`src/ed_pkg.sv`:
```
// Shared types and constants for the edit distance engine.
`timescale 1ns / 1ps
package ed_pkg;

	// Payload widths of the two channels.
	localparam int CHAR_W = 8;
	localparam int OP_W   = 2;
	localparam int DIST_W = 7;

	// Operation codes carried by an input transaction.
	localparam logic [OP_W-1:0] OP_FIRST  = 2'd0;
	localparam logic [OP_W-1:0] OP_SECOND = 2'd1;
	localparam logic [OP_W-1:0] OP_END    = 2'd2;

	// Cost of one insertion, deletion or substitution.
	localparam int EDIT_COST = 1;

	// Control that travels with the data from one cell to the next.
	typedef struct packed {
		logic byte_vld;  // a second-string byte updates the column
		logic tok;       // end marker collects the distance and clears cells
	} cell_ctl_t;

endpackage

```
`src/ed_cell.sv`:
```
// One cell of the systolic row: holds one first-string byte and its column entry.
`timescale 1ns / 1ps
module ed_cell #(
	parameter int VAL_W = 7
) (
	input  logic                      clk,
	input  logic                      arst_n,
	input  logic                      load_en,
	input  logic [ed_pkg::CHAR_W-1:0] load_chr,
	input  logic [VAL_W-1:0]          load_val,
	input  ed_pkg::cell_ctl_t         in_ctl,
	input  logic [ed_pkg::CHAR_W-1:0] in_chr,
	input  logic [VAL_W-1:0]          in_left,
	input  logic [VAL_W-1:0]          in_diag,
	output ed_pkg::cell_ctl_t         out_ctl,
	output logic [ed_pkg::CHAR_W-1:0] out_chr,
	output logic [VAL_W-1:0]          out_left,
	output logic [VAL_W-1:0]          out_diag
);
	import ed_pkg::*;

	logic              vld_q;
	logic [CHAR_W-1:0] chr_q;
	logic [VAL_W-1:0]  val_q;
	cell_ctl_t         ctl_q;
	logic [CHAR_W-1:0] pass_chr_q;
	logic [VAL_W-1:0]  left_q;
	logic [VAL_W-1:0]  diag_q;

	logic [VAL_W:0]    cost_up;
	logic [VAL_W:0]    cost_left;
	logic [VAL_W:0]    cost_diag;
	logic [VAL_W:0]    cost_min;
	logic [VAL_W-1:0]  new_val;

	// Minimum of the three ways into this entry of the column.
	always_comb begin
		cost_up   = {1'b0, val_q} + (VAL_W+1)'(EDIT_COST);
		cost_left = {1'b0, in_left} + (VAL_W+1)'(EDIT_COST);
		cost_diag = {1'b0, in_diag};
		if (chr_q != in_chr) begin
			cost_diag = cost_diag + (VAL_W+1)'(EDIT_COST);
		end
		cost_min = (cost_up < cost_left) ? cost_up : cost_left;
		if (cost_diag < cost_min) begin
			cost_min = cost_diag;
		end
		new_val = cost_min[VAL_W-1:0];
	end

	// Stored byte and column entry; the end marker empties the cell.
	always_ff @(posedge clk or negedge arst_n) begin
		if (!arst_n) begin
			vld_q <= 1'b0;
		end else if (load_en) begin
			vld_q <= 1'b1;
		end else if (in_ctl.tok) begin
			vld_q <= 1'b0;
		end
	end

	always_ff @(posedge clk) begin
		if (load_en) begin
			chr_q <= load_chr;
			val_q <= load_val;
		end else if (in_ctl.byte_vld && vld_q) begin
			val_q <= new_val;
		end
	end

	// Control moves to the next cell in every cycle.
	always_ff @(posedge clk or negedge arst_n) begin
		if (!arst_n) begin
			ctl_q <= '0;
		end else begin
			ctl_q <= in_ctl;
		end
	end

	// Handed on: new entry as left, old as diagonal; at the marker, own entry as left.
	always_ff @(posedge clk) begin
		pass_chr_q <= in_chr;
		if (vld_q && in_ctl.byte_vld) begin
			left_q <= new_val;
			diag_q <= val_q;
		end else if (vld_q && in_ctl.tok) begin
			left_q <= val_q;
			diag_q <= in_diag;
		end else begin
			left_q <= in_left;
			diag_q <= in_diag;
		end
	end

	assign out_ctl  = ctl_q;
	assign out_chr  = pass_chr_q;
	assign out_left = left_q;
	assign out_diag = diag_q;

endmodule

```
`config.mk`:
```
export PLATFORM = sky130hd
export DESIGN_NAME = ed_cell
export DESIGN_NICKNAME = d
export VERILOG_FILES = /design/src/ed_pkg.sv /design/src/ed_cell.sv
export SDC_FILE = /design/constraint.sdc
export NUM_CORES = 1
export LEC_CHECK = 0
export ABC_AREA = 1
export BUFFER_PORTS_ARGS = -buffer_cell sky130_fd_sc_hd__buf_2
export CORE_MARGIN = 1
export CORE_UTILIZATION = 47
export CTS_BUF_LIST = sky130_fd_sc_hd__clkbuf_8 sky130_fd_sc_hd__clkbuf_16
export DETAILED_ROUTE_END_ITERATION = 6
export PLACE_DENSITY = 0.87
export SLEW_MARGIN = 20
export SYNTH_ARGS = -nofsm -noshare
export SYNTH_HDL_FRONTEND = slang
export SYNTH_SLANG_ARGS = --single-unit
export TNS_END_PERCENT = 20
```
`constraint.sdc`:
```
create_clock -name clk -period 3.5 [get_ports clk]
set_input_delay 0.175 -clock clk [delete_from_list [all_inputs] [get_ports clk]]
set_output_delay 0.175 -clock clk [all_outputs]
set_load 0.01 [all_outputs]
```
==> flow_metrics.env <==
export IMPL_status="finished, final reports clean"
export IMPL_seqPwrFrac=0.373
export IMPL_clock_power_share=0.175
export IMPL_hold_path_depth=1
export IMPL_die_w_um=72.6
export IMPL_clockBufferDepth=2
export IMPL_cp_end_kind="flop"
export IMPL_die_y_um=72.6
export IMPL_final_fill_count=427
export IMPL_pre_cts_slack_ns=-0.00757
export IMPL_numCtsBuffers=5
export IMPL_swShare=0.397
export IMPL_arrival_ns=3.39
export IMPL_clock_latency_ns=0.30
export IMPL_ys_ff_latch=40
export IMPL_synthesis_area_um2=2340
export IMPL_grt_overflow=0
export IMPL_fin_ws_ns=0.165
export IMPL_netlist_area_leader_share=0.192
export IMPL_diodes=0
export IMPL_gp_congestion=0.912
export IMPL_max_cap_violations=0
export IMPL_irDropWorstVdd_v=0.000354
export IMPL_post_synth_top_count_cell="nand2_1"
export IMPL_grt_pass1_vias=2084
export IMPL_io_pins=66
export IMPL_cp_required_ns=3.56
export IMPL_cp_slowest_cell="edfxtp_1"
export IMPL_multi_input_area_um2=1260
export IMPL_powerDensity_nw_per_um2=547
export IMPL_vias_per_cell=5.20
export IMPL_cts_tree="yes"
export IMPL_period_share=0.953
export IMPL_regArea_um2=966
export IMPL_cp_start_kind="flop"
export IMPL_root_buffer="clkbuf_8"
export IMPL_p_sw_mw=0.634
export IMPL_yosysWarnings=0
export IMPL_dp_hpwl_um=4420
export IMPL_synth_flop_cell="dfxtp_1"
export IMPL_fin_crit_ns=3.33
export IMPL_synth_distinct_cells=29
export IMPL_synth_edf_count=15
export IMPL_row_count=25
export IMPL_relSlewSlack=0.665
export IMPL_seq_area_frac_synth=0.413
export IMPL_synthCells=298
export IMPL_layout_nets=432
export IMPL_syn_nets=356
export IMPL_grt_start_max_net_pins=23
export IMPL_crit_type="reg2reg"
export IMPL_cellInternalPower_mw=0.961
export IMPL_cpPeakStageDelay_ns=0.43
export IMPL_synthArstFlopShare=0.0750
export IMPL_syn_avg_cell_area_um2=7.86
export IMPL_clk_pin_slew_ns=0.08
export IMPL_h_tree_depth=2
export IMPL_ys_top_cells_by_count="nand2_1 (87), inv_1 (35), nand3_1 (24)"
export IMPL_detail_route_antenna_nets=0
export IMPL_io_buffers=65
export IMPL_crit_chain="ha_1 > nand2_2 > nor3_2 > xor2_1 > ha_1 > nand2_1 > a21oi_1 > nand2_2 > nand2_4 > nand2_1 > o21ai_2 > ha_1 > a21oi_1 > nor2_1 > a211oi_2 > buf_4 > nand3_1 > nand3_1 > nand2_1"
export IMPL_drcViolationCount=0
export IMPL_initial_core_util=0.492
export IMPL_vias=2292
export IMPL_report_final_hold_viol_count=0
export IMPL_grt_pass1_wl_um=8850
export IMPL_dieArea_um2=5270
export IMPL_core_um2=4750
export IMPL_drt_total_wl_um=5960
export IMPL_dpl_cell_count=427
export IMPL_finalSetupViolations=0
export IMPL_final_cells=441
export IMPL_drive_gt1_frac=0.275
export IMPL_firstDrtPassIters=4
export IMPL_r2r_cells=19
export IMPL_leakage_nw=1.53
export IMPL_synth_area_leaders="edfxtp_1 (19%), dfxtp_1 (19%), nand2_1 (14%), ha_1 (8.6%), inv_1 (5.6%)"
export IMPL_cp_max_fo=8
export IMPL_timing_fmax_mhz=300
export IMPL_grt_usage=0.223
export IMPL_yosysTopAreaCell="edfxtp_1"
export IMPL_tightestPinTransition_ns=0.501
export IMPL_syn2layout_area_growth_pct=24.5
export IMPL_antenna_found_initial=0
export IMPL_regToRegSetupSlack_ns=0.17
export IMPL_drt_iter0_markers=148
export IMPL_skew_ns=0.00962
export IMPL_drv_slew=0
export IMPL_cts_sinks=40
export IMPL_worst_hold_path_type="in2reg"
export IMPL_post_drt_wl_per_cell_um=13.5
export IMPL_combPwrFrac=0.452
-- cell usage in the layout (no fill, tap or decap), types with 7 or more instances in the layout --
master	n
nand3_1	24
nand2_2	12
nand2_1	86
buf_2	65
o21ai_0	12
dfxtp_1	22
o21ai_1	7
inv_1	35
xor2_1	14
edfxtp_1	15
ha_1	16
nor2_1	10
-- layer usage --
metal	vias to the layer above	global-route usage	wire (µm)	share of wire
li1	1124	-	-	-
met1	1048	0.247	2270	0.38
met2	96	0.396	3080	0.52
met3	24	0.0608	432	0.072
met4	0	0.105	179	0.030
met5	-	0	0	0
-- power by group through the flow --
stage | logic, mW | registers (mW) | clock network (mW)
floorplan | 0.443 | 0.620 | 0
global placement | 0.626 | 0.602 | 0
detailed placement | 0.649 | 0.605 | 0
CTS | 0.657 | 0.595 | 0.284
global route | 0.799 | 0.601 | 0.299
finish | 0.721 | 0.595 | 0.279
-- cell type report --
type | instances | share of cell area
Clock buffer | 5 | 0.0236
Clock inverter | 2 | 0.00258
Inverter | 37 | 0.0476
Multi-Input combinational cell | 217 | 0.432
Sequential cell | 40 | 0.331
Tap cell | 67 | 0.0288
Timing Repair Buffer | 73 | 0.134
-- critical path, delay by kind of cell, from the launching register on --
kind / cells / cell delay, ns
AOI/OAI and AO/OA: 4 / 0.40
xor gates and xnor gates: 1 / 0.22
adders and majority gates: 3 / 0.82
buffers and inverters: 1 / 0.20
DFF: 1 / 0.43
and+or+nand+nor: 10 / 1.03
-- cells by family (layout without fill, tap and decap cells) --
| family | Yosys count | after routing | synth area share |
|---|---|---|---|
| AND/OR/NAND/NOR | 152 | 153 | 0.299 |
| buffers and inverters | 42 | 117 | 0.0679 |
| flip-flops | 40 | 40 | 0.413 |
| AO/OA/AOI/OAI | 32 | 32 | 0.0754 |
| adder cells (fa/ha/maj) | 16 | 16 | 0.0855 |
| XOR/XNOR | 16 | 16 | 0.0599 |
-- timing repair --
item | in CTS | in global routing
setup endpoints to repair | 5 | 14
gates cloned | 0 | 1
hold endpoints to repair | 4 | 0
resized for setup | 1 | 13
buffers inserted | 0 | 4
hold buffers | 2 | 0
-- worst paths after layout --
kind,from,endpoint
min in group asynchronous,arst_n,vld_q
max in group asynchronous,arst_n,out_ctl[1]
hold reg to reg,vld_q,vld_q
setup / recovery,val_q[0],val_q[2]
hold / removal,in_chr[6],out_chr[6]
setup reg to reg,val_q[0],val_q[2]
-- registers in the layout, indices dropped and copies added, names as in the netlist --
signal,flops
chr_q,8
out_chr,8
out_diag,7
out_left,7
val_q,7
out_ctl,2
vld_q,1
-- through the flow --
| stage | setup TNS, ns | area, µm² | util | total power [mW] | hold slack (ns) |
|---|---|---|---|---|---|
| 2_1_floorplan | 0 | 2350 | - | 1.06 | -0.121 |
| 3_3_place_gp | 0 | 2750 | 0.578 | 1.23 | -0.0298 |
| 3_5_place_dp | -0.00757 | 2750 | 0.578 | 1.25 | -0.0283 |
| 4_1_cts | 0 | 2850 | 0.599 | 1.54 | 0.00115 |
| 5_1_grt | -0.437 | 2920 | 0.613 | 1.70 | 0.000529 |
| 6_report | 0 | 2920 | 0.613 | 1.59 | 0.00588 |
Note: power is estimated with default switching activity, not from simulation.
